--- src/rtl/twlwc_pkg.sv ---
`default_nettype none

package twlwc_pkg;

    localparam int SET_BITS    = 5;
    localparam int OFFSET_BITS = 4;
    localparam int ADDR_BITS   = 20;
    localparam int TAG_BITS    = ADDR_BITS - SET_BITS - OFFSET_BITS;
    localparam int NUM_SETS    = 1 << SET_BITS;

    localparam int HL_BITS     = 8;
    localparam int RD_BITS     = 8;
    localparam int ML_BITS     = 10;
    localparam int TICK_BITS   = 12;
    localparam int TOTAL_BITS  = 32;
    localparam int CFG_IDX_BITS  = 2;
    localparam int CFG_DATA_BITS = 10;

    localparam logic [CFG_IDX_BITS-1:0] CFG_HIT_LATENCY    = 2'd0;
    localparam logic [CFG_IDX_BITS-1:0] CFG_REQUEST_DELAY  = 2'd1;
    localparam logic [CFG_IDX_BITS-1:0] CFG_MEMORY_LATENCY = 2'd2;

    localparam logic [HL_BITS-1:0] HIT_LATENCY_RST    = 8'd6;
    localparam logic [RD_BITS-1:0] REQUEST_DELAY_RST  = 8'd4;
    localparam logic [ML_BITS-1:0] MEMORY_LATENCY_RST = 10'd100;

    localparam logic [TOTAL_BITS-1:0] TOTAL_MAX = {TOTAL_BITS{1'b1}};

    typedef struct packed {
        logic accept;   // take the input word, start the tag read
        logic commit;   // update the set and load the output register
    } ctrl_cmd_t;

    typedef struct packed {
        logic out_free; // output register empty or being drained this cycle
    } dp_status_t;

endpackage

`default_nettype wire

--- src/rtl/twlwc_ram.sv ---
`default_nettype none

module twlwc_ram #(
    parameter int WIDTH = 8,
    parameter int DEPTH = 32
) (
    input  wire logic                     clk,
    input  wire logic                     we,
    input  wire logic [$clog2(DEPTH)-1:0] waddr,
    input  wire logic [WIDTH-1:0]         wdata,
    input  wire logic                     re,
    input  wire logic [$clog2(DEPTH)-1:0] raddr,
    output logic      [WIDTH-1:0]         rdata
);

    logic [WIDTH-1:0] mem [DEPTH];
    logic [WIDTH-1:0] rdata_reg;

    always_ff @(posedge clk)
    begin
        if (we)
        begin
            mem[waddr] <= wdata;
        end
        if (re)
        begin
            rdata_reg <= mem[raddr];
        end
    end

    assign rdata = rdata_reg;

endmodule

`default_nettype wire

--- src/rtl/twlwc_dp.sv ---
`default_nettype none

module twlwc_dp (
    input  wire logic                                   clk,
    input  wire logic                                   rst_n,
    input  wire twlwc_pkg::ctrl_cmd_t                   cmd,
    output twlwc_pkg::dp_status_t                       status,
    input  wire logic                                   cfg_we,
    input  wire logic [twlwc_pkg::CFG_IDX_BITS-1:0]     cfg_index,
    input  wire logic [twlwc_pkg::CFG_DATA_BITS-1:0]    cfg_data,
    input  wire logic                                   in_cmd,
    input  wire logic [twlwc_pkg::ADDR_BITS-1:0]        in_address,
    output logic                                        out_valid,
    input  wire logic                                   out_stall,
    output logic                                        hit,
    output logic                                        way,
    output logic                                        writeback,
    output logic      [twlwc_pkg::TICK_BITS-1:0]        access_ticks,
    output logic      [twlwc_pkg::TOTAL_BITS-1:0]       total_ticks,
    output logic      [twlwc_pkg::TOTAL_BITS-1:0]       access_count,
    output logic      [twlwc_pkg::TOTAL_BITS-1:0]       hit_count
);

    localparam int SB = twlwc_pkg::SET_BITS;
    localparam int TB = twlwc_pkg::TAG_BITS;
    localparam int NS = twlwc_pkg::NUM_SETS;
    localparam int TW = twlwc_pkg::TOTAL_BITS;
    localparam int KB = twlwc_pkg::TICK_BITS;

    // configuration
    logic [twlwc_pkg::HL_BITS-1:0] hit_latency_reg;
    logic [twlwc_pkg::RD_BITS-1:0] request_delay_reg;
    logic [twlwc_pkg::ML_BITS-1:0] memory_latency_reg;

    // captured request
    logic                            cmd_reg;
    logic [twlwc_pkg::ADDR_BITS-1:0] addr_reg;

    // per-set flags
    logic [NS-1:0] valid0_reg, valid1_reg, valid0_next, valid1_next;
    logic [NS-1:0] dirty0_reg, dirty1_reg, dirty0_next, dirty1_next;
    logic [NS-1:0] lru_reg, lru_next;

    logic [TW-1:0] tick_total_reg, tick_total_next;
    logic [TW-1:0] access_total_reg, access_total_next;
    logic [TW-1:0] hit_total_reg, hit_total_next;

    logic out_valid_reg, out_valid_next;
    logic hit_reg, way_reg, wb_reg;
    logic [KB-1:0] ticks_reg;

    logic [SB-1:0] rd_set, set_q;
    logic [TB-1:0] tag_q, tag0, tag1;
    logic          hit0, hit1, hit_c, way_c, wb_c, victim_dirty;
    logic [KB-1:0] ticks_c;
    logic [TW:0]   tick_sum;
    logic          we0, we1;

    assign rd_set = in_address[twlwc_pkg::OFFSET_BITS +: SB];
    assign set_q  = addr_reg[twlwc_pkg::OFFSET_BITS +: SB];
    assign tag_q  = addr_reg[twlwc_pkg::ADDR_BITS-1 -: TB];

    twlwc_ram #(.WIDTH(TB), .DEPTH(NS)) u_tag0 (
        .clk   (clk),
        .we    (we0),
        .waddr (set_q),
        .wdata (tag_q),
        .re    (cmd.accept),
        .raddr (rd_set),
        .rdata (tag0)
    );

    twlwc_ram #(.WIDTH(TB), .DEPTH(NS)) u_tag1 (
        .clk   (clk),
        .we    (we1),
        .waddr (set_q),
        .wdata (tag_q),
        .re    (cmd.accept),
        .raddr (rd_set),
        .rdata (tag1)
    );

    // an invalid entry never matches, so its unwritten tag is harmless
    assign hit0  = valid0_reg[set_q] && (tag0 == tag_q);
    assign hit1  = valid1_reg[set_q] && (tag1 == tag_q);
    assign hit_c = hit0 || hit1;
    assign way_c = hit0 ? 1'b0 : (hit1 ? 1'b1 : lru_reg[set_q]);
    assign victim_dirty = way_c ? dirty1_reg[set_q] : dirty0_reg[set_q];
    assign wb_c  = !hit_c && victim_dirty;

    always_comb
    begin
        ticks_c = KB'(hit_latency_reg);
        if (!hit_c)
        begin
            ticks_c = ticks_c + KB'(request_delay_reg) + KB'(memory_latency_reg);
        end
        if (wb_c)
        begin
            ticks_c = ticks_c + KB'(memory_latency_reg);
        end
    end

    assign we0 = cmd.commit && !hit_c && !way_c;
    assign we1 = cmd.commit && !hit_c && way_c;

    assign tick_sum = {1'b0, tick_total_reg} + (TW + 1)'(ticks_c);

    always_comb
    begin
        valid0_next       = valid0_reg;
        valid1_next       = valid1_reg;
        dirty0_next       = dirty0_reg;
        dirty1_next       = dirty1_reg;
        lru_next          = lru_reg;
        tick_total_next   = tick_total_reg;
        access_total_next = access_total_reg;
        hit_total_next    = hit_total_reg;
        if (cmd.commit)
        begin
            if (way_c)
            begin
                valid1_next[set_q] = 1'b1;
                dirty1_next[set_q] = hit_c ? (dirty1_reg[set_q] || cmd_reg) : cmd_reg;
            end
            else
            begin
                valid0_next[set_q] = 1'b1;
                dirty0_next[set_q] = hit_c ? (dirty0_reg[set_q] || cmd_reg) : cmd_reg;
            end
            lru_next[set_q] = !way_c;
            tick_total_next = tick_sum[TW] ? twlwc_pkg::TOTAL_MAX : tick_sum[TW-1:0];
            if (access_total_reg != twlwc_pkg::TOTAL_MAX)
            begin
                access_total_next = access_total_reg + TW'(1);
            end
            if (hit_c && (hit_total_reg != twlwc_pkg::TOTAL_MAX))
            begin
                hit_total_next = hit_total_reg + TW'(1);
            end
        end
    end

    always_comb
    begin
        out_valid_next = out_valid_reg;
        priority if (cmd.commit)
        begin
            out_valid_next = 1'b1;
        end
        else if (!out_stall)
        begin
            out_valid_next = 1'b0;
        end
        else
        begin
            out_valid_next = out_valid_reg;
        end
    end

    assign status.out_free = !out_valid_reg || !out_stall;

    always_ff @(posedge clk or negedge rst_n)
    begin
        if (!rst_n)
        begin
            hit_latency_reg    <= twlwc_pkg::HIT_LATENCY_RST;
            request_delay_reg  <= twlwc_pkg::REQUEST_DELAY_RST;
            memory_latency_reg <= twlwc_pkg::MEMORY_LATENCY_RST;
            valid0_reg         <= '0;
            valid1_reg         <= '0;
            dirty0_reg         <= '0;
            dirty1_reg         <= '0;
            lru_reg            <= '0;
            tick_total_reg     <= '0;
            access_total_reg   <= '0;
            hit_total_reg      <= '0;
            out_valid_reg      <= 1'b0;
        end
        else
        begin
            if (cfg_we)
            begin
                unique case (cfg_index)
                    twlwc_pkg::CFG_HIT_LATENCY:
                    begin
                        hit_latency_reg <= cfg_data[twlwc_pkg::HL_BITS-1:0];
                    end
                    twlwc_pkg::CFG_REQUEST_DELAY:
                    begin
                        request_delay_reg <= cfg_data[twlwc_pkg::RD_BITS-1:0];
                    end
                    twlwc_pkg::CFG_MEMORY_LATENCY:
                    begin
                        memory_latency_reg <= cfg_data[twlwc_pkg::ML_BITS-1:0];
                    end
                    default:
                    begin
                        // unmapped index, ignored
                    end
                endcase
            end
            valid0_reg       <= valid0_next;
            valid1_reg       <= valid1_next;
            dirty0_reg       <= dirty0_next;
            dirty1_reg       <= dirty1_next;
            lru_reg          <= lru_next;
            tick_total_reg   <= tick_total_next;
            access_total_reg <= access_total_next;
            hit_total_reg    <= hit_total_next;
            out_valid_reg    <= out_valid_next;
        end
    end

    always_ff @(posedge clk)
    begin
        if (cmd.accept)
        begin
            cmd_reg  <= in_cmd;
            addr_reg <= in_address;
        end
        if (cmd.commit)
        begin
            hit_reg   <= hit_c;
            way_reg   <= way_c;
            wb_reg    <= wb_c;
            ticks_reg <= ticks_c;
        end
    end

    assign out_valid    = out_valid_reg;
    assign hit          = hit_reg;
    assign way          = way_reg;
    assign writeback    = wb_reg;
    assign access_ticks = ticks_reg;
    assign total_ticks  = tick_total_reg;
    assign access_count = access_total_reg;
    assign hit_count    = hit_total_reg;

endmodule

`default_nettype wire

--- config.mk ---
export PLATFORM = sky130hd
export DESIGN_NAME = twlwc_dp
export DESIGN_NICKNAME = d
export VERILOG_FILES = /design/src/rtl/twlwc_pkg.sv /design/src/rtl/twlwc_ram.sv /design/src/rtl/twlwc_dp.sv
export SDC_FILE = /design/constraint.sdc
export NUM_CORES = 1
export LEC_CHECK = 0
export ABC_AREA = 0
export BUFFER_PORTS_ARGS = -buffer_cell sky130_fd_sc_hd__buf_4
export CORE_MARGIN = 2
export CORE_UTILIZATION = 58
export DETAILED_ROUTE_END_ITERATION = 7
export PLACE_DENSITY = 0.76
export SLEW_MARGIN = 20
export SYNTH_ARGS = -nofsm -noshare
export SYNTH_HDL_FRONTEND = slang
export SYNTH_HIERARCHICAL = 1
export SYNTH_SLANG_ARGS = --single-unit
export TNS_END_PERCENT = 20
--- constraint.sdc ---
create_clock -name clk -period 19.1 [get_ports clk]
set_input_delay 1.91 -clock clk [delete_from_list [all_inputs] [get_ports clk]]
set_output_delay 1.91 -clock clk [all_outputs]
set_load 0.01 [all_outputs]
Word-level counts from Yosys, hierarchy flattened
Memory sizes are Yosys's and may differ from the RTL's. A register that Yosys moved wholly into a read port is not among the register bits.
Cells that the tools add are included.
Storage, ports and cells
  output and inout port bits: 113
  latch bits: 0
  ROM bits: 0
  input bits: 39
  bits in registers: 319
  word-level logic and storage cells: 91
  memories: 2
  bits in writable memories: 704
Memory list
  u_tag0.mem: depth 32, bits a word 11, read ports 1, clocked after memory_dff 1, write ports 1, RTL line twlwc_ram.sv:16  | logic [WIDTH-1:0] mem [DEPTH];
  u_tag1.mem: depth 32, bits a word 11, read ports 1, clocked after memory_dff 1, write ports 1, RTL line twlwc_ram.sv:16
Operators by class
  multiply operators: 0
  bitwise logic cells: 3
  divide/modulo/power cells: 0
  equality and inequality tests: 7
  $lt $le $gt $ge: 2
  shifts and indexed selects: 0
  reduce and logical (&&, ||, !) cells: 24
  mux-type cells: 29
  add/sub/neg operators: 6
Operators with widths (count)
  $bwmux W32: 3
  $add A32 B1 Y32 const B: 2
  $ne A32 B32 Y1 const B: 2
  $or A32 B32 Y32: 2
  $add A32 B12 Y33: 1
  $mux W32: 1
  $bmux W1 S5: 5
  $eq A11 B11 Y1: 2
  $mux W1: 17
  $reduce_and A2 Y1: 7
  $add A12 B10 Y12: 1
  $mux W12: 1
  $add A9 B10 Y11: 1
  $mux W11: 1
  $add A8 B8 Y9: 1
  $logic_and A1 B1 Y1: 8
  $lt A5 B6 Y1 const B: 1
  $demux W1 S5: 1
  $ge A5 B1 Y1 const B: 1
  $logic_not A1 Y1: 4
  $logic_or A1 B1 Y1: 4
  $eq A2 B1 Y1 const B: 1
  $eq A2 B2 Y1 const B: 1
  $logic_not A2 Y1: 1
  2 further kinds: 2

Depth between registers and ports, before layout
Gate-level depths: netlist of run 1.
  depth after elaboration: 10
  gate-level depth with buffers: 28
  mapped depth without buffers: 26

Modules after synthesis
Netlist of run 1, hierarchy kept.
Modules (own cells, without submodules)
  twlwc_ram: cells each 801, sequential area each 10900.5 sq um, times used 2, area an instance 14310.0 sq um
  twlwc_dp: cells each 1350, sequential area each 8050.2 sq um, times used 1, area an instance 15667.5 sq um

Worst setup path before layout of run 1
OpenSTA, ideal clock, no wires.
  path kind: flip-flop to flip-flop
  from: reg addr_reg[10] (netlist bit)
  to: reg tick_total_reg[10], in the netlist total_ticks[10]
  required time: 18.979 ns
  clock period less this slack: 6.294 ns
  slack: 12.806 ns
  path buffers: 2
  setup time: 0.121 ns
  cell stages (with the launch flop): 25
  data arrival time: 6.173 ns
  cell sequence: edfxtp_1 -> xor2_1 -> nor4_1 -> nand4b_1 -> o22ai_2 -> nor2_4 -> buf_2 -> mux2i_1 -> inv_1 -> ha_1 -> a211oi_1 -> o21ai_0 -> a21o_1 -> a21oi_1 -> o21bai_1 -> maj3_1 -> mux2i_1 -> mux2i_1 -> ha_1 -> a21oi_1 -> o21ai_1 -> a311oi_1 -> o21ai_0 -> clkbuf_1 -> o22a_1
On the way
  word-level cells in the longest chain between the ends: 9
  elaborated cells on any way between the ends: 15
  classes of those cells: add/sub: 2; eq/ne: 2; mux: 6; reduce/logical: 5
Ends and longest elaborated chain
  start: declaration: RTL line twlwc_dp.sv:37  | logic [twlwc_pkg::ADDR_BITS-1:0] addr_reg;
  start signal: assignment: RTL line twlwc_dp.sv:220  | addr_reg <= in_address;
  branches (longest 6 deep; another with $add A12 B10 Y12)
  $mux W12 (*): RTL line twlwc_dp.sv:98  | if (wb_c)
  via ticks_c[9]: RTL line twlwc_dp.sv:55  | logic [KB-1:0] ticks_c;
  $add A32 B12 Y33 (*): RTL line twlwc_dp.sv:107  | assign tick_sum = {1'b0, tick_total_reg} + (TW + 1)'(ticks_c);
  $mux W32 (*): RTL line twlwc_dp.sv:132  | tick_total_next = tick_sum[TW] ? twlwc_pkg::TOTAL_MAX : tick_sum[TW-1:0];
  end signal: assignment: RTL line twlwc_dp.sv:208  | tick_total_reg <= tick_total_next;
  end: declaration: RTL line twlwc_dp.sv:44  | logic [TW-1:0] tick_total_reg, tick_total_next;
Mark *: on every way through the listed nets, which the timed path passes.
A chain may end at the register's enable or synchronous reset.

Final worst setup path of run 1
  from: reg addr_reg[5] (netlist bit)
  to: reg tick_total_reg[20], in the netlist total_ticks[20]
On the way
  word-level cells in the longest chain between the ends: 10
  elaborated cells on any way between the ends: 23
  classes of those cells: add/sub: 2; mux: 16; reduce/logical: 5
Ends and longest elaborated chain (RTL line)
  branches (longest 7 deep; another with $add A12 B10 Y12)
  $mux W12 (*): twlwc_dp.sv:98
  via ticks_c[9]: twlwc_dp.sv:55
  $add A32 B12 Y33 (*): twlwc_dp.sv:107
  $mux W32 (*): twlwc_dp.sv:132
Mark *: on every way through the listed nets, which the timed path passes. The select of a mux whose other input is x is not followed.

==> results.py, run 1 <==
metrics = {
    "outcome": {
        "status": "finished clean",
    },
    "sta": {
        "post-route-period-util": 0.458,
        "setup_viol": 0,
        "slew_headroom": 0.197,
        "fin_crit_ps": 8750,
        "hold_viol": 0,
        "setup_ws_ps": 10350,
        "max_freq_ghz": 0.114,
        "fin_skew_ps": 35.8,
        "rsz0062_at_grt": "no",
        "fin_tns_setup_ps": 0,
        "final_max_slew_viol_count": 0,
        "tightest_slew_ps": 1200,
    },
    "critical_path": {
        "path_common_cell": "mux2i_1",
        "crit_path_max_incr_delay_ps": 880,
        "cp_slowest_cell": "nor4_1",
        "arrival_ps": 9280,
        "crit_fanout": 58,
        "path_class": "flip-flop to flip-flop",
        "worstSetupStartpointType": "flip-flop",
        "required_ps": 19640,
        "worstSetupEndpointType": "flip-flop",
    },
    "synth": {
        "synth_edf_count": 758,
        "synthArstFlopShare": 0.272,
        "ys.flop_type": "edfxtp_1",
        "synth-seq-area-share": 0.674,
        "yosysWarningCount": 6,
        "syn_inst": 2952,
        "ys_ff_latch": 1041,
        "synthesis.area_um2": 44300,
        "syn_nets": 3032,
        "synth_area_per_cell_um2": 15.0,
        "synth.distinct_cells": 75,
    },
    "power": {
        "pwr_density_cell_nw_per_um2": 124,
        "p_leak_uw": 0.0189,
        "vdd_drop_max_mv": 0.100,
        "finalPower_uw": 6140,
    },
    "global_route": {
        "grt_pass1_wl_um": 152000,
        "grtUsageTotal": 0.252,
        "grt_max_degree": 138,
        "gr-total-overflow": 0,
        "antenna_found_initial": 1,
        "grt_pass1_vias": 26300,
    },
    "layout": {
        "layout_commonest_cell": "edfxtp_1",
        "final_util": 0.651,
        "drive_above_1_share": 0.164,
        "top_regs": "u_tag0/mem (352), u_tag1/mem (352)",
        "insertedDiodeCount": 0,
        "fillers": 5240,
        "final_area_um2": 49300,
        "nets": 3184,
        "synthToLayoutAreaGrowth_pct": 11.4,
        "layout_common_cells": "758 x edfxtp_1, 418 x mux2i_1, 277 x dfrtp_1",
    },
    "floorplanning": {
        "core_area_um2": 75800,
        "initial_core_util": 0.584,
        "num_rows": 101,
        "die_x_um": 280,
        "die-area_um2": 78600,
        "ios": 152,
        "die_y_um": 280,
    },
    "clock_tree": {
        "post_cts_buffers": 0,
        "cts_buffers": 103,
        "cts_resized": 0,
        "clkTransAtPathRegs_ps": 60,
        "cts_sinks": 1041,
        "htree_levels": 3,
        "cts_hold_buf": 0,
        "cts_tree": "done",
        "clockBufferDepth": 3,
        "clockRootBuffer": "clkbuf_16",
        "clk_latency_ps": 680,
    },
    "routing": {
        "ant_nets": 0,
        "drc_errors": 0,
        "drt-vias-per-instance": 6.25,
        "wirelength_um": 99100,
        "first_pass_iters": 6,
        "drt_iter0_markers": 2825,
        "wl_per_cell_um": 23.8,
        "vias": 26000,
    },
    "place": {
        "globalplace.congestion": 0.905,
        "dp_hpwl_um": 59700,
        "dp_slack_ps": 10570,
        "place_area_um2": 45900,
        "portBuffers": 147,
    },
    "run": {
        "maxCapViolCount": 0,
    },
    "min_path": {
        "min_path_type": "flip-flop to flip-flop",
    },
}
-- synth_stat cells (all sizes together) (33+ instances only) --
cell      n  share of area
edfxtp  758           0.51
nor3     53         0.0060
nand2b   58         0.0082
nor2    141          0.012
dfrtp   277           0.16
a21oi    81         0.0092
buf     104          0.021
clkbuf   33         0.0028
nand2   154          0.013
mux2    109          0.028
mux2i   418          0.094
xnor2    60          0.012
nand4    49         0.0069
nand3    95          0.011
xor2     46         0.0091
a22o     45         0.0089
a22oi    89          0.015
-- stage by stage --
| step | instances | hold slack [ps] |
|---|---|---|
| CTS | 4162 | 467 |
| finish | 4162 | 464 |
| detailed placement | 3977 | 452 |
| global placement | 3977 | 448 |
| floorplan | 2952 | 434 |
| global route | 4162 | 480 |
-- cell families (layout without fill, tap and decap cells) --
family,count (synthesis),in the layout,synth area share
multiplexers,537,537,0.127
AO/OA/AOI/OAI,378,378,0.0594
buffers and inverters,166,398,0.0259
AND/OR/NAND/NOR,681,681,0.0783
flip-flops,1041,1041,0.674
XOR/XNOR,106,106,0.0210
adder cells (fa/ha/maj),43,43,0.0139
-- routing by layer --
metal	GRT usage	part of all wire	up-vias
li1	-	-	11600
met1	0.346	0.42	13300
met2	0.417	0.49	968
met3	0.0369	0.064	187
met4	0.0831	0.030	2
met5	0	0.00013	-
-- cell type report --
type,instances,area (um^2),area share
Tap cell,978,1220,0.0248
Clock inverter,56,658,0.0133
Multi-Input combinational cell,1745,13300,0.270
Timing Repair Buffer,184,1410,0.0286
Inverter,29,109,0.00221
Sequential cell,1041,29900,0.605
Clock buffer,129,2760,0.0559
-- report_power, final --
part / internal, uW / total, uW / switching [uW]
sequential: 2640 / 2740 / 109
combinational: 606 / 1370 / 765
clock: 1180 / 2020 / 849
total: 4420 / 6140 / 1720
-- final timing paths --
kind	startpoint	slack [ps]	end	depth (start not counted)
max in group asynchronous	rst_n	15910	valid1_reg[29]	3
min reg2reg	valid0_reg[7]	460	valid0_reg[7]	1
max reg2reg	addr_reg[5]	10350	total_ticks[20]	25
min in group asynchronous	rst_n	1230	total_ticks[28]	1
min	valid0_reg[7]	460	valid0_reg[7]	1
max	addr_reg[5]	10350	total_ticks[20]	25
-- critical path, delay by kind of cell, from the launching register on --
family	cells	cell delay [ps]
AO/OA/AOI/OAI	10	2380
AND/OR/NAND/NOR	4	2100
multiplexers	5	1460
buffers and inverters	3	1250
adder cells (fa/ha/maj)	3	1020
flip-flops	1	320
Power figures use the tool's default switching activity.
==> run 2, diff against run 1 <==
--- a/config.mk
+++ b/config.mk
@@ -8,9 +8,9 @@
 export ABC_AREA = 0
 export BUFFER_PORTS_ARGS = -buffer_cell sky130_fd_sc_hd__buf_4
 export CORE_MARGIN = 2
-export CORE_UTILIZATION = 58
+export CORE_UTILIZATION = 56
 export DETAILED_ROUTE_END_ITERATION = 7
-export PLACE_DENSITY = 0.76
+export PLACE_DENSITY = 0.77
 export SLEW_MARGIN = 20
 export SYNTH_ARGS = -nofsm -noshare
 export SYNTH_HDL_FRONTEND = slang
==> constraint.sdc (replaced) <==
create_clock -name clk -period 7.4 [get_ports clk]
set_input_delay 0.74 -clock clk [delete_from_list [all_inputs] [get_ports clk]]
set_output_delay 0.74 -clock clk [all_outputs]
set_load 0.01 [all_outputs]
==> run 2 against run 1 <==
Combinational power increased to 2.6 times the previous value. Sequential share of layout area fell by 0.18 points. Register-to-register slack worse by 10000 ps. Worst hold slack got worse by 310 ps. Sequential cell count unchanged. First-iteration DRC count down 1.7%. Sequential power increased to 2.6 times the previous value. Clock power grew 150%. Critical endpoint unchanged. Largest power group unchanged.
==> results.py, run 2 (synthesis results as in run 1) <==
metrics = {
    "outcome": {
        "status": "finished clean",
    },
    "sta": {
        "post-route-period-util": 0.947,
        "hold_viol": 0,
        "fin_tns_setup_ps": 0,
        "slew_headroom": 0.206,
        "fin_skew_ps": 37.6,
        "fin_crit_ps": 7010,
        "rsz0062_at_grt": "no",
        "max_freq_ghz": 0.143,
        "setup_viol": 0,
        "final_max_slew_viol_count": 0,
        "tightest_slew_ps": 1190,
        "holdWs_ps": 151,
    },
    "floorplanning": {
        "ios": 152,
        "num_rows": 103,
        "die-area_um2": 81400,
        "core_area_um2": 78600,
        "initial_core_util": 0.563,
        "die_y_um": 285,
        "die_x_um": 285,
    },
    "place": {
        "portBuffers": 147,
        "place_area_um2": 46100,
        "dp_hpwl_um": 62100,
        "globalplace.congestion": 0.895,
    },
    "routing": {
        "drt_iter0_markers": 2778,
        "ant_nets": 0,
        "vias": 26300,
        "drc_errors": 0,
        "wirelength_um": 101000,
        "first_pass_iters": 5,
        "wl_per_cell_um": 23.7,
        "drt-vias-per-instance": 6.18,
    },
    "clock_tree": {
        "clk_latency_ps": 680,
        "clockRootBuffer": "clkbuf_16",
        "cts_tree": "done",
        "cts_buffers": 102,
        "clkTransAtPathRegs_ps": 60,
        "htree_levels": 3,
        "cts_hold_buf": 0,
        "cts_sinks": 1041,
        "clockBufferDepth": 3,
    },
    "power": {
        "p_leak_uw": 0.0189,
        "vdd_drop_max_mv": 0.284,
        "pwr_density_cell_nw_per_um2": 318,
    },
    "global_route": {
        "gr-total-overflow": 0,
        "grt_pass1_vias": 26000,
        "grt_pass1_wl_um": 153000,
        "grtUsageTotal": 0.245,
        "grt_max_degree": 166,
        "antenna_found_initial": 0,
    },
    "layout": {
        "drive_above_1_share": 0.169,
        "final_area_um2": 49500,
        "top_regs": "u_tag0/mem (352), u_tag1/mem (352)",
        "layout_common_cells": "758 x edfxtp_1, 418 x mux2i_1, 277 x dfrtp_1",
        "synthToLayoutAreaGrowth_pct": 11.7,
        "nets": 3194,
        "layout_commonest_cell": "edfxtp_1",
        "final_util": 0.629,
    },
    "critical_path": {
        "worstSetupEndpointType": "flip-flop",
        "critPathBufInv": 2,
        "path_class": "flip-flop to flip-flop",
        "cp_top_family": "simple AND/OR/NAND/NOR gates",
        "worstSetupStartpointType": "flip-flop",
        "crit_fanout": 22,
        "required_ps": 7960,
        "crit_path_max_incr_delay_ps": 590,
        "cp_slowest_cell": "edfxtp_1",
        "path_cells": "nand3_1 -> o22ai_1 -> nor4_1 -> buf_4 -> o22ai_1 -> nor2_4 -> buf_4 -> mux2_2 -> ha_1 -> o21a_1 -> a21o_1 -> a21oi_1 -> o21bai_1 -> maj3_1 -> mux2i_1 -> mux2i_1 -> ha_1 -> nand4_1 -> o21ai_1 -> a311oi_1 -> nor3_1 -> and3_1 -> mux2_2",
        "arrival_ps": 7570,
    },
    "min_path": {
        "min_path_type": "input pin to asynchronous set/reset pin",
    },
    "run": {
        "maxCapViolCount": 0,
    },
}
run 2: cell types whose count changed in the layout (fill, tap and decap cells not counted), moves of 6 or more:
cell / before / now
clkbuf_1: 20 / 32
nor2_2: 10 / 27
buf_4: 180 / 188
nor2_1: 130 / 113
bufinv_16: 11 / 4
clkbuf_8: 4 / 10
clkinv_2: 22 / 16
run 2: path summary, 6_finish.rpt:
kind | cells past startpoint | to | startpoint | slack, ps
max | 23 | total_ticks[20] | addr_reg[6] | 390
min | 1 | total_ticks[26] | rst_n | 150
max reg2reg | 23 | total_ticks[20] | addr_reg[6] | 390
min reg2reg | 1 | valid0_reg[16] | valid0_reg[16] | 470
max in group asynchronous | 2 | dirty1_reg[19] | rst_n | 5810
min in group clk | 1 | addr_reg[10] | in_address[10] | 260
run 2: cell type report:
type / count / area [um^2]
sequential: 1041 / 29900
fill: 5582 / 29100
multi-input combinational: 1745 / 13400
clock buffer: 146 / 2860
timing repair buffer: 195 / 1540
tap: 1050 / 1310
clock inverter: 44 / 410
inverter: 29 / 109
antenna: 3 / 7.51
run 2: what timing repair did:
action,4_1_cts,5_1_grt
buffers inserted,0,0
resized for setup,0,3
endpoints found under the setup margin,0,5
endpoints found under the hold margin,0,0
run 2: routing by layer:
| layer | routed length (um) | share of wire | vias up | global-route usage |
|---|---|---|---|---|
| li1 | - | - | 11600 | - |
| met1 | 42100 | 0.42 | 13200 | 0.345 |
| met2 | 47700 | 0.47 | 1222 | 0.394 |
| met3 | 7820 | 0.078 | 219 | 0.0410 |
| met4 | 3190 | 0.032 | 0 | 0.0751 |
| met5 | 0 | 0 | - | 0 |
run 2: stage by stage:
stage / cells / setup slack [ps] / total power [uW]
2_1_floorplan: 2952 / 1110 / 9740
3_3_place_gp: 4060 / 549 / 10600
3_5_place_dp: 4060 / 399 / 10800
4_1_cts: 4250 / 382 / 15800
5_1_grt: 4250 / 72.0 / 16400
6_report: 4253 / 393 / 15700
run 2: report_power, final:
| part | switching [uW] | internal (uW) | leakage, uW |
|---|---|---|---|
| registers | 306 | 6800 | 0.0104 |
| logic | 2020 | 1590 | 0.00686 |
| clock network | 2160 | 2840 | 0.00159 |
